## config.mk

```make
export PLATFORM = sky130hd
export DESIGN_NAME = tgvg_div_cell
export DESIGN_NICKNAME = d
export VERILOG_FILES = /design/src/sv/tgvg_pkg.sv /design/src/sv/tgvg_div_cell.sv
export SDC_FILE = /design/constraint.sdc
export NUM_CORES = 1
export LEC_CHECK = 0
export CAP_MARGIN = 10
export CORE_AREA = 2 2 327 329
export CTS_CLUSTER_SIZE = 10
export DETAILED_ROUTE_END_ITERATION = 6
export DIE_AREA = 0 0 329 331
export DONT_BUFFER_PORTS = 1
export PLACE_DENSITY = 0.3
export REMOVE_ABC_BUFFERS = 1
export SETUP_SLACK_MARGIN = 0.2
export SYNTH_ARGS = -nofsm -noshare
export SYNTH_HDL_FRONTEND = slang
export SYNTH_SLANG_ARGS = --single-unit
```

## constraint.sdc

```tcl
create_clock -name i_clk -period 20.4 [get_ports i_clk]
set_clock_uncertainty 0.05 [all_clocks]
set_input_delay 6.12 -clock i_clk [delete_from_list [all_inputs] [get_ports i_clk]]
set_output_delay 6.12 -clock i_clk [all_outputs]
set_load 0.01 [all_outputs]
```

## src/sv/tgvg_pkg.sv

```systemverilog
// Shared constants and types for the torus grid vertex generator.
`timescale 1ns / 1ps
package tgvg_pkg;
    localparam int IndexBitsDefault = 10;
    localparam int CordicSteps = 24;
    localparam int DivSteps = 24;
    localparam logic signed [33:0] CordicGain = 34'sh026DD3B6A;
    localparam logic [32:0] TwoPiQ30 = 33'd6746518852;
    localparam logic [1:0] RegRing = 2'd0;
    localparam logic [1:0] RegTube = 2'd1;
    localparam logic [1:0] RegMajor = 2'd2;
    localparam logic [1:0] RegMinor = 2'd3;

    function automatic logic signed [33:0] atan_q30(input int idx);
        logic signed [33:0] v;
        begin
            unique case (idx)
                0: v = 34'sh03243F6A8;
                1: v = 34'sh01DAC6705;
                2: v = 34'sh00FADBAFC;
                3: v = 34'sh007F56EA6;
                4: v = 34'sh003FEAB76;
                5: v = 34'sh001FFD55B;
                6: v = 34'sh000FFFAAA;
                7: v = 34'sh0007FFF55;
                8: v = 34'sh0003FFFEA;
                9: v = 34'sh0001FFFFD;
                10: v = 34'sh0000FFFFF;
                11: v = 34'sh00007FFFF;
                12: v = 34'sh00003FFFF;
                13: v = 34'sh00001FFFF;
                14: v = 34'sh00000FFFF;
                15: v = 34'sh000007FFF;
                16: v = 34'sh000003FFF;
                17: v = 34'sh000001FFF;
                18: v = 34'sh000000FFF;
                19: v = 34'sh0000007FF;
                20: v = 34'sh0000003FF;
                21: v = 34'sh0000001FF;
                22: v = 34'sh0000000FF;
                default: v = 34'sh00000007F;
            endcase
            return v;
        end
    endfunction

    // item state as it moves along the chain
    typedef struct packed {
        logic        vld;
        logic [9:0]  s;
        logic [9:0]  t;
        logic [9:0]  ns;
        logic [9:0]  nt;
        logic [23:0] big_r;
        logic [23:0] small_r;
        // restoring dividers: remainders and quotients
        logic [34:0] rem_a;
        logic [23:0] quo_a;
        logic [34:0] rem_b;
        logic [23:0] quo_b;
        // cordic lanes
        logic [1:0]         qa;
        logic [1:0]         qb;
        logic signed [33:0] xa;
        logic signed [33:0] ya;
        logic signed [33:0] za;
        logic signed [33:0] xb;
        logic signed [33:0] yb;
        logic signed [33:0] zb;
    } t_item;
endpackage

```

## src/sv/tgvg_div_cell.sv

```systemverilog
// One restoring-division step for both angle fractions.
`timescale 1ns / 1ps
module tgvg_div_cell #(
    parameter int STEP = 0
) (
    input  logic                i_clk,
    input  logic                i_rst_n,
    input  logic                i_adv,
    input  tgvg_pkg::t_item     i_item,
    output tgvg_pkg::t_item     o_item
);
    tgvg_pkg::t_item r_item;
    tgvg_pkg::t_item n_item;
    logic [34:0] w_ta;
    logic [34:0] w_tb;
    logic [34:0] w_da;
    logic [34:0] w_db;

    always_comb begin
        n_item = i_item;
        w_da = {1'b0, i_item.ns, 24'd0} >> (STEP + 1);
        w_db = {1'b0, i_item.nt, 24'd0} >> (STEP + 1);
        w_ta = i_item.rem_a - w_da;
        w_tb = i_item.rem_b - w_db;
        if (!w_ta[34]) begin
            n_item.rem_a = w_ta;
        end
        n_item.quo_a = {i_item.quo_a[22:0], ~w_ta[34]};
        if (!w_tb[34]) begin
            n_item.rem_b = w_tb;
        end
        n_item.quo_b = {i_item.quo_b[22:0], ~w_tb[34]};
    end

    always_ff @(posedge i_clk) begin
        if (!i_rst_n) begin
            r_item.vld <= 1'b0;
        end else if (i_adv) begin
            r_item <= n_item;
        end
    end

    assign o_item = r_item;
endmodule

```

==> results.json <==
{
  "synth.distinct_cells": 45,
  "drv_slew": 0,
  "fill_cells": 11313,
  "fin_ws_ns": 12.21,
  "layout-drive-gt1-share": 0.1406,
  "fmax_ghz": 0.1221,
  "tightest_slew_ns": 1.105,
  "antenna_found_initial": 20,
  "fin_crit_ns": 8.190,
  "area_growth_pct": 24.48,
  "chipHeight_um": 331,
  "ir_drop_v": 0.00007093,
  "final_cells": 2078,
  "cts_resized": 0,
  "dieArea_um2": 108900,
  "power.leakage_uw": 0.005441,
  "cp.arrival_ns": 8.47,
  "grt_pass1_vias": 6293,
  "worst_setup_path_start_kind": "primary input",
  "synthFlopType": "edfxtp_1",
  "path_max_fanout": 11,
  "cts_root_buffer": "clkbuf_16",
  "worst-setup-path-type": "primary input to flip-flop",
  "hp-class": "flip-flop to flip-flop",
  "yosysTopAreaCellShare": 0.8922,
  "num_rows": 119,
  "ff_latch_area_um2": 12450,
  "start_util": 0.1327,
  "route.vias.total": 6012,
  "grt-ovfl-total": 0,
  "status": "finished, final reports clean",
  "tns_ns": 0,
  "dr.pass1.iters": 5,
  "io_pins": 833,
  "ys_async_sr_fraction": 0,
  "whs_ns": 0.5348,
  "synth_edf_count": 414,
  "crit_required_ns": 20.68,
  "dpl.cell_count": 1992,
  "cts_sinks": 415,
  "yosysTopAreaCell": "edfxtp_1",
  "core_um2": 105000,
  "portBuffers": 0,
  "htreeDepth": 2,
  "p_per_area_nw_per_um2": 117.7,
  "drt_iter0_drc": 396,
  "wirelength_um": 47000,
  "clk_latency_ns": 0.59,
  "fin_area_um2": 17350,
  "multi_input_area_um2": 1380,
  "ant_nets": 0,
  "clk_pin_slew_ns": 0.05,
  "post_cts_buffers": 0,
  "yosysSeqAreaShare": 0.8936,
  "drc": 0,
  "die_w_um": 329,
  "max-slew-margin-rel": 0.2634,
  "grtUsageTotal": 0.07936,
  "final_nets": 1096,
  "post-route-period-util": 0.4015,
  "clock_path_buffers": 3,
  "cts_hold_repair.buffers": 0,
  "maxCapViolCount": 0,
  "place.gp.congestion": 0.7502,
  "yosysWarnings": 0,
  "ys_ff_latch": 415,
  "cts_tree": "done",
  "largest_register_ffs": 415,
  "syn_avg_cell_area_um2": 23.22,
  "grt_pass1_wl_um": 58760,
  "netlist_area_um2": 13930,
  "place_area_um2": 15710,
  "place_ws_ns": 11.46,
  "setup_viol_count_final": 0,
  "ys_top_cells_by_area": "edfxtp_1, ha_1, mux2_4",
  "cts_buffers": 53,
  "grt_max_degree": 159,
  "dpl.hpwl_um": 36330,
  "wl_per_cell_um": 22.62,
  "rsz0062_at_grt": "no",
  "netlist_instances": 600,
  "end_kind": "flip-flop",
  "viasPerCell": 2.893,
  "hold_violations": 0
}
## where the power goes
part	total [µW]	switching (µW)	leakage, µW	internal, µW
Sequential	1080	66.9	0.00389	1010
Combinational	68.3	41.6	0.000764	26.7
Clock	893	352	0.000784	541
## logic make-up (layout without fill, tap and decap cells)
kind of cell	count (synthesis)	in the layout	share of synthesized area
other	0	4	0
AO/OA/AOI/OAI	54	54	0.03089
buffers and inverters	26	109	0.008081
XOR/XNOR	9	9	0.006196
adder cells (fa/ha/maj)	22	22	0.02083
multiplexers	24	24	0.02317
AND/OR/NAND/NOR	50	50	0.01724
flip-flops	415	415	0.8936
## final cells by class
type,instances,area share
sequential,415,0.7179
tap,1391,0.1003
clock buffer,67,0.08072
multi-input combinational,159,0.07956
clock inverter,15,0.01298
inverter,24,0.005194
timing repair buffer,3,0.002741
antenna,4,0.0005771
## stage by stage
step / total power [µW] / utilization
2_1_floorplan: 1140 / -
3_3_place_gp: 1172 / 0.1497
3_5_place_dp: 1170 / 0.1497
4_1_cts: 2093 / 0.1651
5_1_grt: 2130 / 0.1652
6_report: 2041 / 0.1652
## layout by cell type, fill, tap and decap left out, drive strengths merged, types with 4 or more instances in the layout
cell    instances
edfxtp        414
ha             20
a21oi           6
o21ai          11
nand2           7
nor2           21
a211oi          7
diode           4
nor3            8
bufinv          5
mux2           18
inv            24
xor2            7
o21a            8
clkinv          9
clkbuf         67
a21o            4
mux2i           6
## cell usage after synthesis, types with 2 or more instances
library cell and instances:
xor2_1 6, buf_6 2, a2111oi_4 2, a211oi_1 7, ha_1 20, nor2_1 20
nand2b_1 2, o31ai_1 3, mux2i_1 6, a31oi_1 2, and2_1 2, o21ai_0 9
a21boi_0 3, mux2_4 16, o21a_1 8, edfxtp_1 414, o211ai_1 3, nor3_1 8
nor2b_1 3, xnor2_1 2, fa_1 2, inv_1 24, nand2_1 6, mux2_1 2
a21oi_1 5, a21o_1 4
## metal layers
metal / vias up / routed length, µm / GRT usage
li1: 2483 / - / -
met4: 20 / 1144 / 0.02601
met5: - / 126 / 0
met3: 87 / 6376 / 0.05315
met1: 2948 / 15030 / 0.07396
met2: 474 / 24310 / 0.1389
## worst max-delay path: stages
cell     delay [ns]
inv_1          0.03
ha_1           0.35
o21ai_1        0.07
a21oi_1        0.33
nor3_1         0.14
o21ai_2        0.25
xor2_2         0.79
mux2_1         0.38
## worst paths after layout
kind                             startpoint          end  slack, ns  cells past startpoint
worst min register to register  o_item[414]  o_item[414]       0.53                      2
worst max-delay path            i_item[376]  o_item[256]      12.21                      8
worst max register to register  o_item[414]  o_item[414]      19.70                      2
worst min-delay path            o_item[414]  o_item[414]       0.53                      2
Power figures use the tool's default switching activity.
