$ cat src/sv/tgvg_pkg.sv
// Shared constants and types for the torus grid vertex generator.
`timescale 1ns / 1ps
package tgvg_pkg;
    localparam int IndexBitsDefault = 10;
    localparam int CordicSteps = 24;
    localparam int DivSteps = 24;
    localparam logic signed [33:0] CordicGain = 34'sh026DD3B6A;
    localparam logic [32:0] TwoPiQ30 = 33'd6746518852;
    localparam logic [1:0] RegRing = 2'd0;
    localparam logic [1:0] RegTube = 2'd1;
    localparam logic [1:0] RegMajor = 2'd2;
    localparam logic [1:0] RegMinor = 2'd3;

    function automatic logic signed [33:0] atan_q30(input int idx);
        logic signed [33:0] v;
        begin
            unique case (idx)
                0: v = 34'sh03243F6A8;
                1: v = 34'sh01DAC6705;
                2: v = 34'sh00FADBAFC;
                3: v = 34'sh007F56EA6;
                4: v = 34'sh003FEAB76;
                5: v = 34'sh001FFD55B;
                6: v = 34'sh000FFFAAA;
                7: v = 34'sh0007FFF55;
                8: v = 34'sh0003FFFEA;
                9: v = 34'sh0001FFFFD;
                10: v = 34'sh0000FFFFF;
                11: v = 34'sh00007FFFF;
                12: v = 34'sh00003FFFF;
                13: v = 34'sh00001FFFF;
                14: v = 34'sh00000FFFF;
                15: v = 34'sh000007FFF;
                16: v = 34'sh000003FFF;
                17: v = 34'sh000001FFF;
                18: v = 34'sh000000FFF;
                19: v = 34'sh0000007FF;
                20: v = 34'sh0000003FF;
                21: v = 34'sh0000001FF;
                22: v = 34'sh0000000FF;
                default: v = 34'sh00000007F;
            endcase
            return v;
        end
    endfunction

    // item state as it moves along the chain
    typedef struct packed {
        logic        vld;
        logic [9:0]  s;
        logic [9:0]  t;
        logic [9:0]  ns;
        logic [9:0]  nt;
        logic [23:0] big_r;
        logic [23:0] small_r;
        // restoring dividers: remainders and quotients
        logic [34:0] rem_a;
        logic [23:0] quo_a;
        logic [34:0] rem_b;
        logic [23:0] quo_b;
        // cordic lanes
        logic [1:0]         qa;
        logic [1:0]         qb;
        logic signed [33:0] xa;
        logic signed [33:0] ya;
        logic signed [33:0] za;
        logic signed [33:0] xb;
        logic signed [33:0] yb;
        logic signed [33:0] zb;
    } t_item;
endpackage

$ cat src/sv/tgvg_cordic_cell.sv
// One CORDIC rotation step for both angles.
`timescale 1ns / 1ps
module tgvg_cordic_cell #(
    parameter int STEP = 0
) (
    input  logic                i_clk,
    input  logic                i_rst_n,
    input  logic                i_adv,
    input  tgvg_pkg::t_item     i_item,
    output tgvg_pkg::t_item     o_item
);
    localparam logic signed [33:0] Atan = tgvg_pkg::atan_q30(STEP);
    tgvg_pkg::t_item r_item;
    tgvg_pkg::t_item n_item;

    always_comb begin
        n_item = i_item;
        if (!i_item.za[33]) begin
            n_item.xa = i_item.xa - (i_item.ya >>> STEP);
            n_item.ya = i_item.ya + (i_item.xa >>> STEP);
            n_item.za = i_item.za - Atan;
        end else begin
            n_item.xa = i_item.xa + (i_item.ya >>> STEP);
            n_item.ya = i_item.ya - (i_item.xa >>> STEP);
            n_item.za = i_item.za + Atan;
        end
        if (!i_item.zb[33]) begin
            n_item.xb = i_item.xb - (i_item.yb >>> STEP);
            n_item.yb = i_item.yb + (i_item.xb >>> STEP);
            n_item.zb = i_item.zb - Atan;
        end else begin
            n_item.xb = i_item.xb + (i_item.yb >>> STEP);
            n_item.yb = i_item.yb - (i_item.xb >>> STEP);
            n_item.zb = i_item.zb + Atan;
        end
    end

    always_ff @(posedge i_clk) begin
        if (!i_rst_n) begin
            r_item.vld <= 1'b0;
        end else if (i_adv) begin
            r_item <= n_item;
        end
    end

    assign o_item = r_item;
endmodule
$ cat config.mk
export PLATFORM = sky130hd
export DESIGN_NAME = tgvg_cordic_cell
export DESIGN_NICKNAME = d
export VERILOG_FILES = /design/src/sv/tgvg_pkg.sv /design/src/sv/tgvg_cordic_cell.sv
export SDC_FILE = /design/constraint.sdc
export NUM_CORES = 1
export LEC_CHECK = 0
export BUFFER_PORTS_ARGS = -buffer_cell sky130_fd_sc_hd__buf_2
export CAP_MARGIN = 15
export CORE_AREA = 4 4 325 327
export CTS_CLUSTER_SIZE = 8
export DETAILED_ROUTE_END_ITERATION = 7
export DIE_AREA = 0 0 329 331
export PLACE_DENSITY = 0.53
export SYNTH_ARGS = -nofsm -noshare
export SYNTH_HDL_FRONTEND = slang
export SYNTH_SLANG_ARGS = --single-unit
$ cat constraint.sdc
create_clock -name i_clk -period 17.4 [get_ports i_clk]
set_input_delay 0.87 -clock i_clk [delete_from_list [all_inputs] [get_ports i_clk]]
set_output_delay 0.87 -clock i_clk [all_outputs]
set_load 0.02 [all_outputs]
==> results of run 1 <==
==> cells by family (layout without fill, tap and decap cells) <==
family	after synthesis	after routing	synth area share, %
flip-flops	413	413	45.9
other	0	17	0
AO/OA/AOI/OAI	813	813	19.8
buffers and inverters	324	1160	4.75
multiplexers	28	28	1.04
adder cells (fa/ha/maj)	264	264	12.5
AND/OR/NAND/NOR	569	569	10.1
XOR/XNOR	181	181	5.88
==> placed cells by master (no fill, tap or decap), types with 31 or more instances in the layout <==
cell | netlist | routed
buf_2 | 32 | 830
edfxtp_1 | 412 | 412
a21oi_1 | 273 | 273
ha_1 | 256 | 256
inv_1 | 217 | 215
nor2_1 | 204 | 204
o21ai_0 | 148 | 148
xnor2_1 | 148 | 148
nand2_1 | 109 | 109
a21o_1 | 77 | 77
o21bai_1 | 64 | 64
clkbuf_16 | 0 | 60
nor3_1 | 59 | 59
nand3_1 | 39 | 39
xor2_1 | 33 | 33
nand2b_1 | 31 | 31
==> layer usage <==
layer  wire [um]  track usage (%)  vias up
met5         150                0        -
met4        4770             8.36       26
met3        9800             5.35      195
met2       49100             29.4     1089
met1       45800             24.4    11200
li1            -                -    11100
==> Yosys cell counts (7+ instances only) <==
cell type  number  area (um2)
edfxtp_1      412       12400
a21oi_1       273        1370
ha_1          256        3200
inv_1         217         815
nor2_1        204         766
o21ai_0       148         741
xnor2_1       148        1300
nand2_1       109         409
a21o_1         77         578
o21bai_1       64         480
nor3_1         59         295
clkbuf_1       47         176
nand3_1        39         195
xor2_1         33         289
buf_2          32         160
nand2b_1       31         194
a211oi_1       30         225
mux2i_1        28         280
o21a_1         27         203
nand4_1        26         163
nor2b_1        25         156
o31ai_1        20         150
o211ai_1       16         120
nor4_1         14        87.6
or2_2          14        87.6
o22ai_1        13        81.3
a31oi_1        12        75.1
buf_1          12        45.0
or3_1          11        68.8
a211o_1         9        78.8
and2_1          9        56.3
fa_1            8         160
a21boi_0        7        52.6
a311oi_1        7        61.3
o31a_1          7        61.3
==> power by group through the flow <==
stage	clock, mW	sequential [mW]	combinational [mW]
floorplan	0	1.39	0.446
global placement	0	1.27	0.888
detailed placement	0	1.27	0.885
CTS	1.16	1.25	0.890
global route	1.20	1.26	0.961
finish	1.11	1.25	0.892
==> through the flow <==
stage	cell area, um2	utilization [%]	total power, mW
3_3_place_gp	32500	31.6	2.16
5_1_grt	34300	33.3	3.42
2_1_floorplan	27000	-	1.84
6_report	34300	33.3	3.26
4_1_cts	34300	33.3	3.30
3_5_place_dp	32500	31.6	2.16
==> final cells by class <==
cell class	instances	area share (%)
tap	1380	5.03
inverter	227	2.48
sequential	413	36.1
multi-input combinational	1855	38.8
clock inverter	9	0.456
antenna	17	0.124
clock buffer	81	4.61
timing repair buffer	843	12.4
==> worst min-delay path by stage <==
| stage | startpoint | end | slack [ns] | cells past startpoint |
|---|---|---|---|---|
| 2_1_floorplan | o_item[414] | o_item[414] | 0.59 | 2 |
| 3_3_place_gp | o_item[414] | o_item[414] | 0.56 | 2 |
| 3_5_place_dp | o_item[414] | o_item[414] | 0.56 | 2 |
| 4_1_cts | i_item[338] | o_item[338] | 0.31 | 1 |
| 5_1_grt | i_item[356] | o_item[356] | 0.34 | 1 |
| 6_report | i_item[338] | o_item[338] | 0.39 | 1 |
==> run metrics, run 1 <==
run status completed; Layout area overhead 27.2%; end of the critical path o_item[64]; Comb pwr share 27.4%; cts hold-fix bufs 0; Worst setup SP type input port; critical path peak fanout 3; FF-to-FF setup slack approximately 17 ns; RR Startpoint o_item[414]; Fin Clk Skew 0 ns; Total GRT Usage approximately a fifth; Die H roughly 330 um; Synth async-reset ratio 0%; Total Wirelength 110 mm; post-route setup TNS 0 ns; sequential cell area roughly 12000 um2; EDFF count, synth a little over 400; Final min period around 4 ns; post-CTS setup repair buffer count 0; Clk pwr share 34.2%; cell family with the largest share of critical-path delay compound AO/OA/AOI/OAI gates; placed cells about 4700; max_cap viols 0; crit path capture type flip-flop; Final Cycle Share a little under a quarter; multi-input logic area approximately 13000 um2; slowest cell on the critical path a2111oi_1; CP Class input port to flip-flop; clk sinks 413; CP bufs+invs 2; Non-Filler Instances slightly below 5000; Crit path largest cell delay 0.90 ns; RePlAce Congestion 0.909; CTS tree built; Req. time, crit path between 15 and 20 ns; Highest Clock Rate 255 MHz; Critical Path Stages 13; PwrDens 94.9 nW/um2; Die Wd approximately 330 um; post-detail-place hpwl just under 90 mm; endpoints failing hold 0; CTS H-tree lvls 2; Synth Flop Type edfxtp_1; R2R depth 2; WL/cell between 20 and 25 um; Routed Antenna Nets 0; r2r endpoint o_item[414]; clk buf depth 3; worst hold path type input port to flip-flop; final setup margin about 13 ns; clock buffer count from CTS 60; DR vias between 20000 and 25000; Seq cells post-synth 413; Worst setup startpoint i_item[34]; unrepaired setup endpoints after global routing false; Post-CTS Resized 0; max-slew violations 0; Net Sw Power 1.06 mW; first-pass GRT wire length around 150 mm; Overflow after GRT 0; DIE AREA 109000 um2; layout cell share with drive strength beyond 1 between 20% and 30%; Peak VDD IR about 75 uV; max reg flops ~410; core area a little over 100000 um2; I/O pin total ~830; hold_ws 0.394 ns; nets@finish about 4000; Synth cell types 100; vias in the first global route around 23000; Clock transition at path regs about 0.050 ns; Skew-Pair Late Insertion Delay between 0.6 and 0.7 ns; Initial Util roughly a quarter; Root Driver clkbuf_16; initial antenna violation count 40; leakage power 14.8 nW; Post-route DRC 0; design internal power approximately 2.2 mW; Syn Nets approximately 3300; row cnt between 100 and 150; yosys warns 0; slew margin rel. between 30 and 40%; largest net degree at the start of global routing 88; register share of total power 38.4%; Syn Inst Count 2592; quantity of I/O buffers inserted on ports 832; Pre-Repair DR Iteration Count 5; Mapped Avg Cell Area between 10 and 15 um2; Synth Cell Area between 20000 and 30000 um2; critical-path cell list buf_2 -> inv_1 -> ha_1 -> fa_1 -> nor2b_1 -> o211ai_1 -> a2111oi_1 -> o31ai_1 -> a21oi_1 -> o211ai_1 -> a21oi_1 -> o22ai_1 -> xnor2_1; Seq/Total Area, Yosys between 40% and 50%; measured slew at the worst slew-check pin a little over 1 ns; switching share of power around 33%; drt initial violations approximately 1800; Fill cells between 10000 and 15000; post-place setup slack 12.88 ns; Critical Path AT approximately 4.3 ns; Final Setup Violations 0; vias per cell just under 5
No activity file was read; power rests on OpenSTA's default activity.
==> inputs of run 2 (changes only) <==
--- a/config.mk
+++ b/config.mk
@@ -5,13 +5,14 @@
 export SDC_FILE = /design/constraint.sdc
 export NUM_CORES = 1
 export LEC_CHECK = 0
+export ABC_AREA = 1
 export BUFFER_PORTS_ARGS = -buffer_cell sky130_fd_sc_hd__buf_2
 export CAP_MARGIN = 15
-export CORE_AREA = 4 4 325 327
+export CORE_AREA = 4 4 323 325
 export CTS_CLUSTER_SIZE = 8
 export DETAILED_ROUTE_END_ITERATION = 7
-export DIE_AREA = 0 0 329 331
-export PLACE_DENSITY = 0.53
+export DIE_AREA = 0 0 327 329
+export PLACE_DENSITY = 0.56
 export SYNTH_ARGS = -nofsm -noshare
 export SYNTH_HDL_FRONTEND = slang
 export SYNTH_SLANG_ARGS = --single-unit
==> constraint.sdc (replaced) <==
create_clock -name i_clk -period 3.8 [get_ports i_clk]
set_input_delay 0.19 -clock i_clk [delete_from_list [all_inputs] [get_ports i_clk]]
set_output_delay 0.19 -clock i_clk [all_outputs]
set_load 0.02 [all_outputs]
==> run metrics, run 2 <==
highest metal used met5; row cnt 117 (-0.85%); most common cell after layout, fill and taps aside nand2_1; clock buffer count from CTS 61 (+1.7%); Synth async-reset ratio 0% (unchanged); nets@finish 5488 (+34%); slew margin rel. 23.7% (-9.1 points); FF-to-FF setup slack 2.62 ns (-14.16 ns); run status completed; Syn Inst Count 3759 (+45%); Die Wd 327 um (-0.61%); crit path capture type flip-flop; Routed Antenna Nets 0 (unchanged); Met2 Routed Length 67.4 mm (+37%); Clock transition at path regs 0.06 ns (about the same); I/O pin total 833 (unchanged); PwrDens 397 nW/um2 (+320%); max_cap viols 0 (unchanged); Layout area overhead 31.8%; unrepaired setup endpoints after global routing false; R2R depth 3 (+1); clk buf depth 3 (unchanged); M1 WL 59.5 mm (+30%); Pre-Repair DR Iteration Count 6 (+1); Worst setup SP type input port; Overflow after GRT 0 (unchanged); Seq cells post-synth 413 (unchanged); worst hold path type input port to flip-flop; layout cell share with drive strength beyond 1 21.3% (-7.1 points); Synth Flop Type edfxtp_1; post-detail-place hpwl 116 mm (+30%); quantity of I/O buffers inserted on ports 832 (unchanged); r2r endpoint o_item[414]; most frequent cells in the layout nand2_1, buf_2, inv_1, edfxtp_1, a21oi_1; max-slew violations 0 (unchanged); clk sinks 413 (unchanged); Root Driver clkbuf_16; RePlAce Congestion 0.998 (+9.9%); CTS H-tree lvls 2 (unchanged); CP Class input port to flip-flop; first-pass GRT wire length 200 mm (+31%); Syn Nets 4441 (+36%); Seq/Total Area, Yosys 41.1% (-4.9 points); Total GRT Usage 25.0% (+6.1 points); most frequent cells after synthesis nand2_1, inv_1, edfxtp_1; Die H 329 um (-0.60%); measured slew at the worst slew-check pin 1.14 ns (+0.133 ns); Synth cell types 54 (-46%); Skew-Pair Late Insertion Delay 0.63 ns (about the same); vias in the first global route 30000 (+32%); count leader, synth nand2_1; CTS tree built; Hold Path Sink o_item[34]; Final Setup Violations 0 (unchanged); top cell type's share of synthesized area 41.0% (-4.9 points); Peak VDD IR 286 uV (+280%); EDFF count, synth 412 (unchanged); RR Startpoint o_item[414]; Critical Path AT 2.98 ns (-1.32 ns); top cells by area, synth edfxtp_1, nand2_1, ha_1, inv_1, a21oi_1; Final Cell Area 39800 um2 (+16%); drt initial violations 2664 (+52%); largest net degree at the start of global routing 100 (+14%); Final min period between 2 and 3 ns; DIE AREA 108000 um2 (-1.2%); WL/cell 22.8 um (+0.42%); Mapped Avg Cell Area 8.03 um2 (-23%); metal3 WL 10.2 mm (+4.1%); yosys warns 0 (unchanged); hold path depth 4 (+3); Initial Util 29.7% (+3.5 points); vias per cell 4.97 (+1.6%); Fin Clk Skew 0 ns (unchanged); max reg flops 413 (unchanged); Synth Cell Area 30200 um2 (+12%); Final Cycle Share about two thirds; critical path peak fanout 5 (+2); Yosys top cell by area edfxtp_1; DR vias 30800 (+31%); Total Wirelength 142 mm (+29%); initial antenna violation count 13 (-68%); DP Area 35700 um2 (+9.7%); Post-route DRC 0 (unchanged); core area 101000 um2 (-1.4%); final core occ 39.2% (+5.9 points); hold_sp i_item[34]; Highest Clock Rate 388 MHz; leakage power 18.6 nW (+26%); endpoints failing hold 0 (unchanged); Req. time, crit path 4.20 ns (-13.58 ns)
==> run 2: changes by cell type in the layout (fill, tap and decap cells not counted), moves of 51 or more <==
cell / previous run / this run
inv_1: 215 / 459
xor2_1: 33 / 85
nand3_1: 39 / 318
nand2_1: 109 / 930
xnor2_1: 148 / 9
a21oi_1: 273 / 324
nor2_1: 204 / 311
dlygate4sd3_1: 0 / 227
==> run 2: worst max-delay path by stage <==
| stage | startpoint | endpoint | slack (ns) |
|---|---|---|---|
| 3_5_place_dp | i_item[135] | o_item[129] | 0.97 |
| 4_1_cts | i_item[170] | o_item[168] | 1.27 |
| 5_1_grt | i_item[170] | o_item[168] | 1.01 |
| 6_report | i_item[170] | o_item[168] | 1.22 |
| 2_1_floorplan | i_rst_n | o_item[0] | -3.01 |
| 3_3_place_gp | i_item[135] | o_item[129] | 0.96 |
==> run 2: timing repair <==
item,in CTS,in global routing
gates resized for setup,0,0
hold endpoints to repair,225,0
hold buffers,227,0
setup buffers,0,0
setup endpoints to repair,0,0
==> run 2: power by group <==
part	switching (mW)	leakage [nW]	internal (mW)
logic	3.30	13.9	1.50
registers	0.158	3.86	5.53
clock network	2.13	0.869	3.14
total	5.59	18.6	10.2
==> run 2: through the flow <==
stage / setup slack (ns) / hold WS, ns / TNS, ns / std cells / power, mW
floorplan: -3.01 / 0.283 / -1238.89 / 3759 / 8.55
detailed placement: 0.975 / 0.368 / 0 / 5884 / 10.3
finish: 1.22 / 0.0534 / 0 / 6211 / 15.8
global placement: 0.962 / 0.366 / 0 / 5884 / 10.3
global route: 1.01 / 0.0257 / 0 / 6208 / 16.5
CTS: 1.27 / 0.000634 / 0 / 6205 / 15.9
==> run 2: worst max-delay path, cell delays in order <==
cell	delay, ns
dlygate4sd3_1	0.54
buf_2	0.14
ha_1	0.33
fa_1	0.49
inv_1	0.07
nor2_1	0.04
nor2_1	0.30
o21ai_1	0.19
nand2_1	0.12
nand2_1	0.15
nand2_1	0.12
nand3_1	0.10
nand3_1	0.13
nand2_1	0.06
==> run 2: layout make-up <==
cell class / instances / area [um2]
well taps: 1368 / 1710
diodes: 6 / 15.0
clock buffers: 81 / 1620
inverters: 478 / 1800
repair buffers: 1073 / 6620
fillers: 10500 / 61700
flip-flops and latches: 413 / 12400
multi-input cells: 2779 / 15400
clock inverters: 13 / 183
==> run 2: logic make-up after synthesis <==
| kind of cell | Yosys count | synth area share, % |
|---|---|---|
| AOI/OAI and AO/OA | 699 | 12.8 |
| xor gates and xnor gates | 94 | 2.73 |
| adders and majority gates | 264 | 11.1 |
| buffers and inverters | 567 | 7.87 |
| DFF | 413 | 41.1 |
| muxes | 3 | 0.0995 |
| and+or+nand+nor | 1719 | 24.2 |
==> run 2: layer usage <==
layer	vias to the layer above	GRT usage, %
li1	14700	-
met1	14600	32.2
met2	1358	42.7
met3	184	4.38
met4	6	7.72
met5	-	0
